--- config.mk ---
export PLATFORM = sky130hd
export DESIGN_NAME = stencil_address_generator
export DESIGN_NICKNAME = d
export VERILOG_FILES = /design/src/rtl/sag_pkg.sv /design/src/rtl/stencil_address_generator.sv /design/src/rtl/sag_ctrl.sv /design/src/rtl/sag_dp.sv
export SDC_FILE = /design/constraint.sdc
export NUM_CORES = 1
export LEC_CHECK = 0
export BUFFER_PORTS_ARGS = -buffer_cell sky130_fd_sc_hd__buf_2
export CORE_MARGIN = 1.5
export CORE_UTILIZATION = 50
export CTS_BUF_LIST = sky130_fd_sc_hd__clkbuf_2
export DETAILED_ROUTE_END_ITERATION = 12
export PLACE_DENSITY = 0.72
export SYNTH_ARGS = -nofsm -noshare
export SYNTH_HDL_FRONTEND = slang
export SYNTH_SLANG_ARGS = --single-unit
--- constraint.sdc ---
create_clock -name aclk -period 10.7 [get_ports aclk]
set_input_delay 1.07 -clock aclk [delete_from_list [all_inputs] [get_ports aclk]]
set_output_delay 1.07 -clock aclk [all_outputs]
set_load 0.01 [all_outputs]
--- src/rtl/sag_pkg.sv ---
// ----------------------------------------------------------------------------
// sag_pkg: shared types and constants of the stencil address generator
// Field widths, neighbourhood and status codes, controller states and the
// command and status bundles between the controller and the datapath.
// ----------------------------------------------------------------------------
package sag_pkg;

    // Field widths
    localparam int ADDR_W   = 34;
    localparam int KIND_W   = 3;
    localparam int RADIUS_W = 6;
    localparam int ROWW_W   = 16;
    localparam int STATUS_W = 2;
    localparam int OFF_W    = 7;   // signed stencil offset
    localparam int CNT_W    = 15;  // exact point count for any radius

    // Address space wrap and default point limit
    localparam int ADDR_BITS      = 34;
    localparam int MAX_POINTS_DEF = 32;

    // Neighbourhood kinds
    localparam logic [KIND_W-1:0] KIND_VON_NEUMANN = 3'd0;
    localparam logic [KIND_W-1:0] KIND_MOORE       = 3'd1;
    localparam logic [KIND_W-1:0] KIND_CROSS       = 3'd2;

    // Result status codes
    localparam logic [STATUS_W-1:0] STATUS_OK       = 2'd0;
    localparam logic [STATUS_W-1:0] STATUS_EMPTY    = 2'd1;
    localparam logic [STATUS_W-1:0] STATUS_TOO_MANY = 2'd2;

    typedef enum logic [2:0] {
        ST_IDLE,
        ST_COUNT,
        ST_CHECK,
        ST_FLAG,
        ST_WALK
    } state_t;

    // Controller to datapath
    typedef struct packed {
        logic cap;        // capture the request
        logic cnt;        // register the point count
        logic init_walk;  // set up the first offset and the points left
        logic step;       // handle the current offset and advance
        logic flag;       // load a single error or empty word
    } cmd_t;

    // Datapath to controller
    typedef struct packed {
        logic over;       // count exceeds the limit
        logic zero;       // count is zero
        logic out_free;   // output register can take a word
        logic skip;       // current offset is an excluded centre
        logic last_pt;    // one point left to emit
    } sts_t;

endpackage

--- src/rtl/stencil_address_generator.sv ---
// ----------------------------------------------------------------------------
// stencil_address_generator: 2-D stencil gather address generator
// Sequence: a taken request is counted and range-checked, then either loads
// one error or empty word or walks its points. A new request is taken only
// after the last word of the previous one has been loaded.
// The walker visits the selected points, one per cycle, and steps over an
// excluded centre; a held output stalls the walk until the word is taken.
// Reset: synchronous active-low aresetn clears the sequencer and output valid.
// ----------------------------------------------------------------------------
module stencil_address_generator #(
    parameter int MAX_POINTS = sag_pkg::MAX_POINTS_DEF
) (
    input  logic                            aclk,
    input  logic                            aresetn,
    input  logic                            s_valid,
    output logic                            s_ready,
    input  logic [sag_pkg::ADDR_W-1:0]      s_base_addr,
    input  logic [sag_pkg::KIND_W-1:0]      s_nbhd_kind,
    input  logic                            s_center_incl,
    input  logic [sag_pkg::RADIUS_W-1:0]    s_radius,
    input  logic [sag_pkg::ROWW_W-1:0]      s_row_width,
    output logic                            m_valid,
    input  logic                            m_ready,
    output logic [sag_pkg::ADDR_W-1:0]      m_elem_addr,
    output logic [sag_pkg::STATUS_W-1:0]    m_status,
    output logic                            m_last
);

    sag_pkg::cmd_t cmd;
    sag_pkg::sts_t sts;

    // Sequencer
    sag_ctrl u_ctrl (
        .aclk    (aclk),
        .aresetn (aresetn),
        .s_valid (s_valid),
        .s_ready (s_ready),
        .sts     (sts),
        .cmd     (cmd)
    );

    // Datapath
    sag_dp #(
        .MAX_POINTS (MAX_POINTS)
    ) u_dp (
        .aclk          (aclk),
        .aresetn       (aresetn),
        .s_base_addr   (s_base_addr),
        .s_nbhd_kind   (s_nbhd_kind),
        .s_center_incl (s_center_incl),
        .s_radius      (s_radius),
        .s_row_width   (s_row_width),
        .m_valid       (m_valid),
        .m_ready       (m_ready),
        .m_elem_addr   (m_elem_addr),
        .m_status      (m_status),
        .m_last        (m_last),
        .cmd           (cmd),
        .sts           (sts)
    );

endmodule

--- src/rtl/sag_ctrl.sv ---
// ----------------------------------------------------------------------------
// sag_ctrl: sequencer of the stencil address generator
// Steps one request through capture, counting, the range check and either a
// single flag word or the offset walk.
// ----------------------------------------------------------------------------
module sag_ctrl (
    input  logic          aclk,
    input  logic          aresetn,
    input  logic          s_valid,
    output logic          s_ready,
    input  sag_pkg::sts_t sts,
    output sag_pkg::cmd_t cmd
);

    sag_pkg::state_t state_reg, state_next;

    // State register
    always_ff @(posedge aclk) begin
        if (!aresetn) begin
            state_reg <= sag_pkg::ST_IDLE;
        end else begin
            state_reg <= state_next;
        end
    end

    // Next state
    always_comb begin
        state_next = state_reg;
        case (state_reg)
            sag_pkg::ST_IDLE: begin
                if (s_valid) begin
                    state_next = sag_pkg::ST_COUNT;
                end
            end
            sag_pkg::ST_COUNT: begin
                state_next = sag_pkg::ST_CHECK;
            end
            sag_pkg::ST_CHECK: begin
                if (sts.over || sts.zero) begin
                    state_next = sag_pkg::ST_FLAG;
                end else begin
                    state_next = sag_pkg::ST_WALK;
                end
            end
            sag_pkg::ST_FLAG: begin
                if (sts.out_free) begin
                    state_next = sag_pkg::ST_IDLE;
                end
            end
            sag_pkg::ST_WALK: begin
                if (sts.out_free && !sts.skip && sts.last_pt) begin
                    state_next = sag_pkg::ST_IDLE;
                end
            end
            default: begin
                state_next = sag_pkg::ST_IDLE;
            end
        endcase
    end

    // Outputs
    always_comb begin
        s_ready       = 1'b0;
        cmd           = '0;
        case (state_reg)
            sag_pkg::ST_IDLE: begin
                s_ready = 1'b1;
                cmd.cap = s_valid;
            end
            sag_pkg::ST_COUNT: begin
                cmd.cnt = 1'b1;
            end
            sag_pkg::ST_CHECK: begin
                cmd.init_walk = 1'b1;
            end
            sag_pkg::ST_FLAG: begin
                cmd.flag = sts.out_free;
            end
            sag_pkg::ST_WALK: begin
                cmd.step = sts.skip || sts.out_free;
            end
            default: begin
                cmd = '0;
            end
        endcase
    end

endmodule

--- src/rtl/sag_dp.sv ---
// ----------------------------------------------------------------------------
// sag_dp: datapath of the stencil address generator
// Holds the request, counts the stencil points, walks the row and column
// offsets, also over an excluded centre, and drives the output register.
// ----------------------------------------------------------------------------
module sag_dp #(
    parameter int MAX_POINTS = sag_pkg::MAX_POINTS_DEF
) (
    input  logic                            aclk,
    input  logic                            aresetn,
    input  logic [sag_pkg::ADDR_W-1:0]      s_base_addr,
    input  logic [sag_pkg::KIND_W-1:0]      s_nbhd_kind,
    input  logic                            s_center_incl,
    input  logic [sag_pkg::RADIUS_W-1:0]    s_radius,
    input  logic [sag_pkg::ROWW_W-1:0]      s_row_width,
    output logic                            m_valid,
    input  logic                            m_ready,
    output logic [sag_pkg::ADDR_W-1:0]      m_elem_addr,
    output logic [sag_pkg::STATUS_W-1:0]    m_status,
    output logic                            m_last,
    input  sag_pkg::cmd_t                   cmd,
    output sag_pkg::sts_t                   sts
);

    localparam int PL_W = $clog2(MAX_POINTS + 1);
    localparam logic [sag_pkg::ADDR_W-1:0] ADDR_MASK =
        (sag_pkg::ADDR_BITS >= sag_pkg::ADDR_W) ? {sag_pkg::ADDR_W{1'b1}}
        : sag_pkg::ADDR_W'((64'd1 << sag_pkg::ADDR_BITS) - 64'd1);

    // Held request
    logic [sag_pkg::ADDR_W-1:0]   base_reg;
    logic [sag_pkg::KIND_W-1:0]   kind_reg;
    logic                         cin_reg;
    logic [sag_pkg::RADIUS_W-1:0] radius_reg;
    logic [sag_pkg::ROWW_W-1:0]   roww_reg;

    // Count and walk state
    logic [sag_pkg::CNT_W-1:0]        cnt_reg, cnt_next;
    logic [PL_W-1:0]                  pl_reg;
    logic signed [sag_pkg::OFF_W-1:0] row_off_reg, col_off_reg;
    logic signed [sag_pkg::OFF_W-1:0] row_inc;

    // Output register
    logic                          m_valid_reg;
    logic [sag_pkg::ADDR_W-1:0]    elem_addr_reg;
    logic [sag_pkg::STATUS_W-1:0]  status_reg;
    logic                          last_reg;

    logic [12:0]                   rr1;
    logic [sag_pkg::OFF_W-1:0]     half_cur, half_nxt, half_first;
    logic signed [23:0]            jw;
    logic [sag_pkg::ADDR_W-1:0]    addr_sum;
    logic                          emit;

    // Half width of the column range on a given row
    function automatic logic [sag_pkg::OFF_W-1:0] half_span(
        input logic [sag_pkg::KIND_W-1:0]   kind,
        input logic [sag_pkg::RADIUS_W-1:0] r,
        input logic signed [sag_pkg::OFF_W-1:0] ii
    );
        logic [sag_pkg::OFF_W-1:0] r_ext;
        logic [sag_pkg::OFF_W-1:0] ai;
        begin
            r_ext = {1'b0, r};
            ai    = ii[sag_pkg::OFF_W-1] ? sag_pkg::OFF_W'(-ii) : sag_pkg::OFF_W'(ii);
            case (kind)
                sag_pkg::KIND_VON_NEUMANN: half_span = r_ext - ai;
                sag_pkg::KIND_MOORE:       half_span = r_ext;
                sag_pkg::KIND_CROSS:       half_span = (ii == '0) ? r_ext : '0;
                default:                   half_span = '0;
            endcase
        end
    endfunction

    // Point count: r(r+1) serves both the diamond and the square
    always_comb begin
        rr1 = 13'(radius_reg) * 13'({1'b0, radius_reg} + 7'd1);
        case (kind_reg)
            sag_pkg::KIND_VON_NEUMANN:
                cnt_next = sag_pkg::CNT_W'({rr1, 1'b0}) + sag_pkg::CNT_W'(cin_reg);
            sag_pkg::KIND_MOORE:
                cnt_next = sag_pkg::CNT_W'({rr1, 2'b00}) + sag_pkg::CNT_W'(cin_reg);
            sag_pkg::KIND_CROSS:
                cnt_next = sag_pkg::CNT_W'({radius_reg, 2'b00}) + sag_pkg::CNT_W'(cin_reg);
            default:
                cnt_next = '0;
        endcase
    end

    // Column ranges of the current, next and first rows
    assign row_inc    = row_off_reg + sag_pkg::OFF_W'(1);
    assign half_cur   = half_span(kind_reg, radius_reg, row_off_reg);
    assign half_nxt   = half_span(kind_reg, radius_reg, row_inc);
    assign half_first = half_span(kind_reg, radius_reg,
                                  -$signed({1'b0, radius_reg}));

    // Address of the current offset, wrapped to the address space
    always_comb begin
        jw       = 24'(col_off_reg) * 24'($signed({1'b0, roww_reg}));
        addr_sum = base_reg
                 + {{(sag_pkg::ADDR_W - sag_pkg::OFF_W - 2){row_off_reg[sag_pkg::OFF_W-1]}},
                    row_off_reg, 2'b00}
                 + {{(sag_pkg::ADDR_W - 26){jw[23]}}, jw, 2'b00};
    end

    // Status towards the controller
    always_comb begin
        sts.over     = cnt_reg > sag_pkg::CNT_W'(MAX_POINTS);
        sts.zero     = cnt_reg == '0;
        sts.out_free = !m_valid_reg || m_ready;
        sts.skip     = (row_off_reg == '0) && (col_off_reg == '0) && !cin_reg;
        sts.last_pt  = pl_reg == PL_W'(1);
    end

    assign emit = cmd.step && !sts.skip;

    // Capture the request and the count
    always_ff @(posedge aclk) begin
        if (cmd.cap) begin
            base_reg   <= s_base_addr;
            kind_reg   <= s_nbhd_kind;
            cin_reg    <= s_center_incl;
            radius_reg <= s_radius;
            roww_reg   <= s_row_width;
        end
        if (cmd.cnt) begin
            cnt_reg <= cnt_next;
        end
    end

    // Walk the offsets: advance the column, or move to the next row
    always_ff @(posedge aclk) begin
        if (cmd.init_walk) begin
            row_off_reg <= -$signed({1'b0, radius_reg});
            col_off_reg <= -$signed(half_first);
        end else if (cmd.step) begin
            if (col_off_reg == $signed(half_cur)) begin
                row_off_reg <= row_inc;
                col_off_reg <= -$signed(half_nxt);
            end else begin
                col_off_reg <= col_off_reg + sag_pkg::OFF_W'(1);
            end
        end
    end

    // Count down the points still to emit
    always_ff @(posedge aclk) begin
        if (!aresetn) begin
            pl_reg <= '0;
        end else if (cmd.init_walk) begin
            pl_reg <= cnt_reg[PL_W-1:0];
        end else if (emit) begin
            pl_reg <= pl_reg - PL_W'(1);
        end
    end

    // Output register: load a word, drop valid once taken
    always_ff @(posedge aclk) begin
        if (!aresetn) begin
            m_valid_reg <= 1'b0;
        end else if (emit || cmd.flag) begin
            m_valid_reg <= 1'b1;
        end else if (m_ready) begin
            m_valid_reg <= 1'b0;
        end
    end

    always_ff @(posedge aclk) begin
        if (emit) begin
            elem_addr_reg <= addr_sum & ADDR_MASK;
            status_reg    <= sag_pkg::STATUS_OK;
            last_reg      <= sts.last_pt;
        end else if (cmd.flag) begin
            elem_addr_reg <= '0;
            status_reg    <= sts.over ? sag_pkg::STATUS_TOO_MANY : sag_pkg::STATUS_EMPTY;
            last_reg      <= 1'b1;
        end
    end

    assign m_valid     = m_valid_reg;
    assign m_elem_addr = elem_addr_reg;
    assign m_status    = status_reg;
    assign m_last      = last_reg;

`ifndef NO_ASSERTIONS
    // A word is only loaded when the output register can take it
    a_load_free: assert property (@(posedge aclk) disable iff (!aresetn)
        (emit || cmd.flag) |-> sts.out_free)
        else $error("word loaded into a full output register");

    // Emitting the final point empties the count
    a_last_clears: assert property (@(posedge aclk) disable iff (!aresetn)
        (emit && sts.last_pt) |=> (pl_reg == '0))
        else $error("points left not cleared after the final point");

    // Only walk words can be followed by more words of the request
    a_mid_ok: assert property (@(posedge aclk) disable iff (!aresetn)
        (m_valid_reg && !last_reg) |-> (status_reg == sag_pkg::STATUS_OK))
        else $error("flag word without last mark");

    // The walk never emits more points than were counted
    a_no_underflow: assert property (@(posedge aclk) disable iff (!aresetn)
        emit |-> (pl_reg != '0))
        else $error("point emitted with none left");
`endif

endmodule
==> reports/metrics.csv, run 1 <==
stage,metric,value,unit
floorplan,Die Span Y,172.5,um
yosys,post-synthesis sequential area ratio,0.2739,
route,DR WL/cell,15.56,um
worst_setup_path,critical path's most frequent cell,fa_1,
power_and_ir_drop,Max VDD drop,0.2814,mV
worst_setup_path,RR Startpoint,u_dp.col_off_reg[6],
timing,Final Hold Vio Count,0,
floorplan,die width,172.5,um
yosys,syn_area_per_cell,9.437,um^2
yosys,Synth Register Bits,135,
global_routing,first-pass GRT wire length,51.14,mm
clock_tree,setup bufs post-CTS,0,
global_routing,GRT overflow,0,
yosys,Synth top area share,0.2571,
yosys,"count leader, synth",inv_1,
final_layout,fin nets,1940,
route,First DRT Iteration DRCs,861,
route,Post-route DRC,0,
clock_tree,clk slew on worst S/H paths,260,ps
timing,count of final setup violators,0,
clock_tree,CTS max path bufs,2,
hold_path,hold path depth,1,
floorplan,row cnt,61,
hold_path,Worst Min Path Start,s_base_addr[29],
clock_tree,clock sinks,135,
worst_setup_path,FF-to-FF End,u_dp.m_elem_addr[33],
route,Vias/cell,5.357,
worst_setup_path,CP max stage cell,edfxtp_1,
yosys,ys flop type,edfxtp_1,
clock_tree,CTS tree,done,
yosys,share of flip-flops with an asynchronous set or reset,0,
worst_setup_path,Worst Path Max Fanout,21,
worst_setup_path,CP endpoint kind,flip-flop,
worst_setup_path,slowest cell delay on critical path,890,ps
route,Pre-antenna DRT Iters,7,
timing,final setup TNS,0,ps
timing,RSZ-0062 raised after global routing,false,
route,total number of vias,10720,
final_layout,proportion of layout cells with a drive suffix above 1,0.1030,
clock_tree,H-tree levels,4,
clock_tree,root buffer cell,clkbuf_2,
timing,Slew headroom,0.2593,
worst_setup_path,crit path launch,u_dp.col_off_reg[6],
placed_design,Port Buffers,102,
final_layout,area grow syn2layout,7.709,%
worst_setup_path,Worst R2R Setup Slack,2130,ps
run,# Max-Cap Violations,0,
global_routing,largest net degree at the start of global routing,61,
yosys,"top cells by count, synth","265 x inv_1, 142 x ha_1, 125 x fa_1, 123 x edfxtp_1, 96 x nor2_1",
clock_tree,post-CTS resize count,0,
yosys,Netlist Area Pre-Place,14360,um^2
yosys,Post-Syn Nets,1853,
timing,fmax,116.7,MHz
worst_setup_path,reg2reg path depth,29,
clock_tree,hold buffers post-CTS,0,
worst_setup_path,CP Class,reg2reg,
clock_tree,worst skew pair latency,840,ps
floorplan,Die ar.,29750,um^2
floorplan,Core Footprint,28010,um^2
floorplan,Top Ports,103,
yosys,Netlist cell types,73,
global_routing,antenna violations before repair,2,
timing,actual slew at the worst max-slew pin,1103,ps
yosys,Synthesis Warnings,0,
timing,Tcrit/Tclk final,0.8007,
clock_tree,CTS Buf Count,17,
hold_path,HP Class,in2reg,
final_layout,Register Area,3934,um^2
worst_setup_path,"Req. time, crit path",11340,ps
final_layout,Multi-input gate area,9226,um^2
global_routing,number of global-route vias before repair,10420,
hold_path,Hold EP,u_dp.base_reg[29],
yosys,"area leader, netlist",edfxtp_1,
timing,Max Clock Skew,63.46,ps
yosys,number of synthesized flops with an enable pin,123,
global_routing,GRT Total Usage,0.2217,
yosys,Post-Synthesis Cells,1522,
final_layout,Fillers,2514,
timing,clock period minus worst slack,8567,ps
timing,Final Max Tran Viols,0,
floorplan,Starting Density,0.5128,
power_and_ir_drop,Static Leakage,7.142,nW
yosys,Area contributors post-synth,"edfxtp_1 26%, fa_1 17%, ha_1 12%",
final_layout,final core occ,0.5523,
status,status,"complete, no violations",
worst_setup_path,critical path arrival,9210,ps
timing,hold_ws,372.6,ps
worst_setup_path,Startpoint Class,flip-flop,
placed_design,final RePlAce weighted congestion,0.8767,
route,"antenna viol nets, final",0,
placed_design,DP Wirelength,24.28,mm
power_and_ir_drop,Cell Pwr Density,294.3,nW/um^2
route,WL final,31.14,mm
metrics by stage:
stage	total power, mW	setup slack [ps]	cell area [um^2]	instances
finish	4.553	2133	15470	2002
global route	5.084	1521	15470	2002
CTS	4.551	2154	15470	2000
detailed placement	4.207	2111	15240	1968
global placement	4.123	2360	15240	1968
floorplan	3.527	2876	14360	1522
cells by family (layout without fill, tap and decap cells):
family,Yosys count,in the layout,synth area share
AOI/OAI and AO/OA,255,255,0.1172
DFF,135,135,0.2739
buffers and inverters,314,414,0.08423
xor gates and xnor gates,100,100,0.06098
adders and majority gates,267,267,0.2979
muxes,7,7,0.005313
other,0,2,0
and+or+nand+nor,444,444,0.1605
worst max-delay path, delay by kind of cell (launching register included):
kind | cells | cell delay, ps
XOR/XNOR | 2 | 670
flip-flops | 1 | 890
buffers and inverters | 4 | 210
AO/OA/AOI/OAI | 10 | 2160
AND/OR/NAND/NOR | 6 | 1140
adder cells (fa/ha/maj) | 7 | 3290
worst max path at each step:
| stage | to | slack, ps | depth (start not counted) |
|---|---|---|---|
| 5_1_grt | u_dp.m_elem_addr[33] | 1520 | 29 |
| 6_report | u_dp.m_elem_addr[33] | 2130 | 29 |
| 2_1_floorplan | u_dp.m_elem_addr[33] | 2880 | 29 |
| 3_3_place_gp | u_dp.m_elem_addr[33] | 2360 | 29 |
| 4_1_cts | u_dp.m_elem_addr[33] | 2150 | 29 |
| 3_5_place_dp | u_dp.m_elem_addr[33] | 2110 | 29 |
layout by cell type (no fill, tap or decap), types with 6 or more instances in the layout:
cell      instances
a211oi_1         17
a21o_1           22
a21oi_1          69
a22oi_1           8
a31oi_1          12
and2_1           85
and3_1            6
buf_2           102
buf_4            12
clkbuf_2         18
dfxtp_1          12
edfxtp_1        123
fa_1            125
ha_1            142
inv_1           264
nand2_1          92
nand2b_1         33
nand3_1          27
nand4_1           8
nor2_1           96
nor2b_1          30
nor3_1           27
nor3b_1           8
o21a_1           11
o21ai_0          43
o21ai_1           6
o21bai_1         13
or3_1             8
xnor2_1          65
xor2_1           35
metal layers:
metal / GRT usage / part of all wire / up-vias
met5: 0 / 0 / -
met2: 0.3562 / 0.45 / 319
li1: - / - / 5217
met3: 0.04074 / 0.060 / 45
met4: 0.07146 / 0.018 / 0
met1: 0.3027 / 0.47 / 5143
where the power goes:
group	total [mW]	leakage, nW	switching [mW]	internal (mW)
clock	0.313	0.150	0.220	0.0931
combinational	3.58	5.70	2.05	1.53
sequential	0.662	1.29	0.0409	0.621
final cells by class:
| cell class | instances | area share |
|---|---|---|
| Antenna cell | 2 | 0.0003235 |
| Clock buffer | 18 | 0.005823 |
| Clock inverter | 14 | 0.008815 |
| Inverter | 268 | 0.06502 |
| Multi-Input combinational cell | 1073 | 0.5964 |
| Sequential cell | 135 | 0.2543 |
| Tap cell | 378 | 0.03057 |
| Timing Repair Buffer | 114 | 0.03882 |
Note: power is estimated with default switching activity, not from simulation.
==> inputs of run 2 (changes only) <==
--- a/config.mk
+++ b/config.mk
@@ -5,12 +5,13 @@
 export SDC_FILE = /design/constraint.sdc
 export NUM_CORES = 1
 export LEC_CHECK = 0
+export ABC_AREA = 1
 export BUFFER_PORTS_ARGS = -buffer_cell sky130_fd_sc_hd__buf_2
 export CORE_MARGIN = 1.5
 export CORE_UTILIZATION = 50
 export CTS_BUF_LIST = sky130_fd_sc_hd__clkbuf_2
 export DETAILED_ROUTE_END_ITERATION = 12
-export PLACE_DENSITY = 0.72
+export PLACE_DENSITY = 0.75
 export SYNTH_ARGS = -nofsm -noshare
 export SYNTH_HDL_FRONTEND = slang
 export SYNTH_SLANG_ARGS = --single-unit
==> constraint.sdc (replaced) <==
create_clock -name aclk -period 7.8 [get_ports aclk]
set_input_delay 0.78 -clock aclk [delete_from_list [all_inputs] [get_ports aclk]]
set_output_delay 0.78 -clock aclk [all_outputs]
set_load 0.01 [all_outputs]
==> reports/metrics.csv, run 2 <==
stage,metric,value,unit,change
yosys,Post-Synthesis Cells,1880,,was 1522
final_layout,proportion of layout cells with a drive suffix above 1,0.1026,,was 0.1030
timing,actual slew at the worst max-slew pin,1046,ps,was 1103 ps
worst_setup_path,critical path arrival,7830,ps,was 9210 ps
floorplan,Die ar.,30910,um^2,was 29750 um^2
yosys,number of synthesized flops with an enable pin,123,,unchanged
final_layout,area grow syn2layout,8.647,%,was 7.709%
timing,count of final setup violators,0,,unchanged
yosys,ys flop type,edfxtp_1,,unchanged
placed_design,placed cells,2353,,was 1968
route,DR WL/cell,15.15,um,was 15.56 um
placed_design,Port Buffers,102,,unchanged
timing,final setup TNS,0,ps,unchanged
hold_path,HP Class,in2reg,,unchanged
worst_setup_path,CP max stage cell,fa_1,,was edfxtp_1
final_layout,Fillers,2706,,was 2514
final_layout,"commonest non-fill, non-tap cells in the layout","454 x inv_1, 376 x nand2_1, 142 x ha_1, 125 x fa_1, 123 x edfxtp_1",,"was 264 x inv_1, 142 x ha_1, 125 x fa_1, 123 x edfxtp_1, 102 x buf_2"
worst_setup_path,CP Class,reg2reg,,unchanged
global_routing,largest net degree at the start of global routing,36,,was 61
global_routing,GRT overflow,0,,unchanged
floorplan,Die Span Y,175.8,um,was 172.5 um
worst_setup_path,CP endpoint kind,flip-flop,,unchanged
global_routing,antenna violations before repair,1,,was 2
route,Pre-antenna DRT Iters,10,,was 7
route,Post-route DRC,1,,was 0
placed_design,DP Wirelength,29.15,mm,was 24.28 mm
clock_tree,root buffer cell,clkbuf_2,,unchanged
worst_setup_path,Worst path top cell family by delay,adder cells,,unchanged
yosys,"top cells by count, synth","454 x inv_1, 376 x nand2_1, 142 x ha_1, 125 x fa_1, 123 x edfxtp_1",,"was 265 x inv_1, 142 x ha_1, 125 x fa_1, 123 x edfxtp_1, 96 x nor2_1"
final_layout,final core occ,0.5503,,was 0.5523
yosys,Synthesis Warnings,0,,unchanged
floorplan,row cnt,63,,was 61
yosys,Area contributors post-synth,"edfxtp_1 25%, fa_1 17%, ha_1 12%",,"was edfxtp_1 26%, fa_1 17%, ha_1 12%"
timing,Final Hold Vio Count,0,,unchanged
timing,Final Max Tran Viols,0,,unchanged
clock_tree,CTS max path bufs,2,,unchanged
clock_tree,worst skew pair latency,770,ps,was 840 ps
yosys,"count leader, synth",inv_1,,unchanged
yosys,post-synthesis sequential area ratio,0.2634,,was 0.2739
yosys,Netlist Area Pre-Place,14930,um^2,was 14360 um^2
timing,Slew headroom,0.2986,,was 0.2593
timing,Tcrit/Tclk final,0.9350,,was 0.8007
route,WL final,36.19,mm,was 31.14 mm
final_layout,fin nets,2316,,was 1940
floorplan,Top Ports,103,,unchanged
final_layout,"commonest non-fill, non-tap cell in the layout",inv_1,,unchanged
yosys,syn_area_per_cell,7.943,um^2,was 9.437 um^2
clock_tree,CTS Buf Count,17,,unchanged
floorplan,Core Footprint,29480,um^2,was 28010 um^2
timing,Max Clock Skew,38.67,ps,was 63.46 ps
timing,worst setup margin,506.7,ps,was 2133 ps
placed_design,Placement Setup Slack,165.6,ps,was 2111 ps
clock_tree,clk slew on worst S/H paths,230,ps,was 260 ps
timing,RSZ-0062 raised after global routing,false,,unchanged
floorplan,Starting Density,0.5065,,was 0.5128
placed_design,final RePlAce weighted congestion,0.9727,,was 0.8767
yosys,Post-Syn Nets,2211,,was 1853
floorplan,die width,175.8,um,was 172.5 um
clock_tree,hold buffers post-CTS,0,,unchanged
global_routing,first-pass GRT wire length,59.87,mm,was 51.14 mm
yosys,"area leader, netlist",edfxtp_1,,unchanged
route,Vias/cell,5.231,,was 5.357
worst_setup_path,Worst R2R Setup Slack,510,ps,was 2130 ps
global_routing,number of global-route vias before repair,12340,,was 10420
clock_tree,H-tree levels,4,,unchanged
route,total number of vias,12500,,was 10720
worst_setup_path,"Req. time, crit path",8340,ps,was 11340 ps
clock_tree,clock sinks,135,,unchanged
final_layout,final non-filler cell total,2389,,was 2002
run,# Max-Cap Violations,0,,unchanged
status,failing checks,DRC,,
worst_setup_path,Worst Path Max Fanout,8,,was 21
status,status,"complete, but fails checks",,"was complete, no violations"
yosys,Synth Register Bits,135,,unchanged
worst_setup_path,slowest cell delay on critical path,540,ps,was 890 ps
clock_tree,CTS tree,done,,unchanged
route,"antenna viol nets, final",0,,unchanged
yosys,Netlist cell types,53,,was 73
yosys,share of flip-flops with an asynchronous set or reset,0,,unchanged
timing,clock period minus worst slack,7293,ps,was 8567 ps
route,First DRT Iteration DRCs,1210,,was 861
worst_setup_path,Startpoint Class,flip-flop,,unchanged
global_routing,GRT Total Usage,0.2437,,was 0.2217
yosys,Synth top area share,0.2473,,was 0.2571
timing,fmax,137.1,MHz,was 116.7 MHz
worst_setup_path,count of buffer and inverter cells on the critical path,5,,was 4
-- run 2: cell count changes after synthesis, moves of 32 or more --
| cell | delta |
|---|---|
| nand2_1 | +284 |
| nand2b_1 | -32 |
| inv_1 | +189 |
| nand3_1 | +52 |
| xnor2_1 | -48 |
| a21oi_1 | +40 |
| and2_1 | -84 |
-- run 2: cell families (layout without fill, tap and decap cells) --
group,count (synthesis),count (layout),share of synthesized area
and+or+nand+nor,680,680,0.1987
buffers and inverters,499,617,0.1281
adders and majority gates,267,267,0.2866
AOI/OAI and AO/OA,247,247,0.09267
DFF,135,135,0.2634
xor gates and xnor gates,52,52,0.03050
other,0,1,0
-- run 2: through the flow --
stage | hold slack, ps | instance area [um^2]
final | 154.9 | 16220
after global routing | 91.21 | 16220
after detailed placement | 490.6 | 15880
after floorplan | 463.8 | 14930
after CTS | 81.25 | 16160
after global placement | 486.3 | 15880
-- run 2: what timing repair did --
| item | CTS | global route |
|---|---|---|
| gates resized for setup | 0 | 8 |
| setup endpoints to repair | 0 | 11 |
| setup buffers | 0 | 3 |
-- run 2: metal layers --
metal	track usage	wire, um
met1	0.3337	16510
met2	0.3946	16530
met3	0.04372	2460
met4	0.07158	690
met5	0	0
-- run 2: final cells by class --
| cell class | instances | area, um^2 | area share |
|---|---|---|---|
| clock inverter | 12 | 176.4 | 0.01087 |
| antenna | 1 | 2.502 | 0.0001542 |
| inverter | 467 | 1757 | 0.1083 |
| sequential | 135 | 3934 | 0.2425 |
| multi-input combinational | 1246 | 9136 | 0.5631 |
| tap | 390 | 488.0 | 0.03008 |
| timing repair buffer | 118 | 630.6 | 0.03887 |
| clock buffer | 20 | 100.1 | 0.006170 |
-- run 2: final timing paths --
| check | start | endpoint | cells past startpoint |
|---|---|---|---|
| min reg2reg | u_dp.pl_reg[0] | u_dp.pl_reg[0] | 2 |
| min | s_row_width[9] | u_dp.roww_reg[9] | 1 |
| max | u_dp.col_off_reg[6] | u_dp.m_elem_addr[29] | 31 |
| max reg2reg | u_dp.col_off_reg[6] | u_dp.m_elem_addr[29] | 31 |
Power of run 2 is left out: the tool's default activity adds up to more than one toggle a clock period on the data nets, which glitch-free logic cannot reach.
==> inputs of run 3 (changes only) <==
--- a/config.mk
+++ b/config.mk
@@ -8,10 +8,10 @@
 export ABC_AREA = 1
 export BUFFER_PORTS_ARGS = -buffer_cell sky130_fd_sc_hd__buf_2
 export CORE_MARGIN = 1.5
-export CORE_UTILIZATION = 50
+export CORE_UTILIZATION = 58
 export CTS_BUF_LIST = sky130_fd_sc_hd__clkbuf_2
 export DETAILED_ROUTE_END_ITERATION = 12
-export PLACE_DENSITY = 0.75
+export PLACE_DENSITY = 0.84
 export SYNTH_ARGS = -nofsm -noshare
 export SYNTH_HDL_FRONTEND = slang
 export SYNTH_SLANG_ARGS = --single-unit
==> reports/metrics.csv, run 3 (synthesis gave the netlist of run 2 again) <==
stage,metric,value,unit,change
worst_setup_path,reg2reg path depth,30,,was 31
clock_tree,H-tree levels,4,,unchanged
global_routing,largest net degree at the start of global routing,38,,was 36
placed_design,Port Buffers,102,,unchanged
worst_setup_path,FF-to-FF End,u_dp.m_elem_addr[29],,unchanged
route,total number of vias,12700,,was 12500
final_layout,"commonest non-fill, non-tap cells in the layout","454 x inv_1, 376 x nand2_1, 142 x ha_1, 125 x fa_1, 123 x edfxtp_1",,unchanged
global_routing,number of global-route vias before repair,12230,,was 12340
final_layout,fin nets,2322,,was 2316
hold_path,Hold EP,u_dp.roww_reg[12],,was u_dp.roww_reg[9]
placed_design,DP Wirelength,28.58,mm,was 29.15 mm
route,Vias/cell,5.440,,was 5.231
global_routing,antenna violations before repair,1,,unchanged
timing,count of final setup violators,0,,unchanged
hold_path,Worst Min Path Start,s_row_width[12],,was s_row_width[9]
worst_setup_path,Worst R2R Setup Slack,550,ps,was 510 ps
clock_tree,clk slew on worst S/H paths,240,ps,was 230 ps
route,routed length on met1,15.60,mm,was 16.51 mm
clock_tree,hold buffers post-CTS,0,,unchanged
global_routing,GRT Total Usage,0.2745,,was 0.2437
hold_path,HP Class,in2reg,,unchanged
route,Pre-antenna DRT Iters,7,,was 10
worst_setup_path,CP endpoint kind,flip-flop,,unchanged
worst_setup_path,Startpoint Class,flip-flop,,unchanged
worst_setup_path,crit path launch,u_dp.col_off_reg[6],,unchanged
global_routing,first-pass GRT wire length,57.96,mm,was 59.87 mm
worst_setup_path,slowest cell delay on critical path,550,ps,was 540 ps
worst_setup_path,critical path arrival,7820,ps,was 7830 ps
timing,Max Clock Skew,77.63,ps,was 38.67 ps
clock_tree,CTS Buf Count,17,,unchanged
floorplan,die width,163.5,um,was 175.8 um
floorplan,Die Span Y,163.5,um,was 175.8 um
route,DR WL/cell,15.34,um,was 15.15 um
worst_setup_path,critical path's most frequent cell,fa_1,,
global_routing,GRT overflow,0,,unchanged
clock_tree,CTS tree,done,,unchanged
timing,clock period minus worst slack,7254,ps,was 7293 ps
worst_setup_path,"Req. time, crit path",8360,ps,was 8340 ps
floorplan,Core Footprint,25250,um^2,was 29480 um^2
route,met2 WL post-DR,16.36,mm,was 16.53 mm
route,WL final,35.83,mm,was 36.19 mm
floorplan,Top Ports,103,,unchanged
status,status,"complete, no violations",,"was complete, but fails checks"
worst_setup_path,CP max stage cell,fa_1,,unchanged
route,Top Layer Used,met4,,unchanged
timing,Final Max Tran Viols,0,,unchanged
timing,actual slew at the worst max-slew pin,1121,ps,was 1046 ps
final_layout,"commonest non-fill, non-tap cell in the layout",inv_1,,unchanged
timing,Slew headroom,0.2485,,was 0.2986
hold_path,hold path depth,1,,unchanged
floorplan,row cnt,58,,was 63
route,Met3 Wirelength,3.173,mm,was 2.460 mm
run,# Max-Cap Violations,0,,unchanged
timing,Tcrit/Tclk final,0.9300,,was 0.9350
placed_design,final RePlAce weighted congestion,0.9390,,was 0.9727
timing,final setup TNS,0,ps,unchanged
route,First DRT Iteration DRCs,1161,,was 1210
worst_setup_path,RR Startpoint,u_dp.col_off_reg[6],,unchanged
final_layout,area grow syn2layout,8.052,%,was 8.647%
worst_setup_path,CP Class,reg2reg,,unchanged
timing,fmax,137.9,MHz,was 137.1 MHz
route,Post-route DRC,0,,was 1
final_layout,proportion of layout cells with a drive suffix above 1,0.1058,,was 0.1026
clock_tree,clock sinks,135,,unchanged
worst_setup_path,Worst Path Max Fanout,6,,was 8
timing,RSZ-0062 raised after global routing,false,,unchanged
floorplan,Die ar.,26720,um^2,was 30910 um^2
timing,Final Hold Vio Count,0,,unchanged
clock_tree,CTS max path bufs,2,,unchanged
clock_tree,worst skew pair latency,810,ps,was 770 ps
clock_tree,root buffer cell,clkbuf_2,,unchanged
floorplan,Starting Density,0.5913,,was 0.5065
route,"antenna viol nets, final",0,,unchanged
[run 3: area by class of cell]
class | count | area [um^2]
antenna | 1 | 2.502
clock buffer | 18 | 90.09
clock inverter | 14 | 138.9
fill | 2176 | 9119
inverter | 467 | 1757
multi-input combinational | 1246 | 9125
sequential | 135 | 3934
tap | 330 | 412.9
timing repair buffer | 124 | 675.6
[run 3: how the worst max path moves through the flow]
stage / end / slack [ps] / cells after the start
floorplan: u_dp.m_elem_addr[33] / 800 / 28
global placement: u_dp.m_elem_addr[29] / 320 / 32
detailed placement: u_dp.m_elem_addr[32] / 150 / 28
CTS: u_dp.m_elem_addr[31] / 130 / 29
global route: u_dp.m_elem_addr[29] / 50 / 30
finish: u_dp.m_elem_addr[29] / 550 / 30
[run 3: timing repair]
item,CTS,global route
resized for setup,0,7
endpoints found under the hold margin,0,0
setup endpoints to repair,0,13
buffers inserted,0,11
[run 3: worst max-delay path, delay by kind of cell (launching register included)]
kind	cells	cell delay, ps
fa+ha+maj	7	3310
flops	1	470
simple gates	11	1660
compound gates	6	1050
xor+xnor	1	180
buf+inv	5	370
[run 3: layer usage]
metal,vias up,GRT usage
li1,6158,-
met1,5881,0.3717
met2,604,0.4590
met3,60,0.03809
met4,0,0.08058
met5,-,0
[run 3: per-stage QoR]
stage / hold slack (ps) / setup WS (ps) / instances / area, um^2 / utilization
after floorplan: 463.8 / 797.3 / 1880 / 14930 / -
after global placement: 486.3 / 321.3 / 2291 / 15790 / 0.6253
after detailed placement: 499.4 / 146.7 / 2291 / 15790 / 0.6253
after CTS: 104.4 / 127.9 / 2323 / 16020 / 0.6344
after global routing: 79.80 / 53.61 / 2335 / 16140 / 0.6389
final: 161.2 / 545.9 / 2335 / 16140 / 0.6389
Power of run 3 is left out for the same reason.
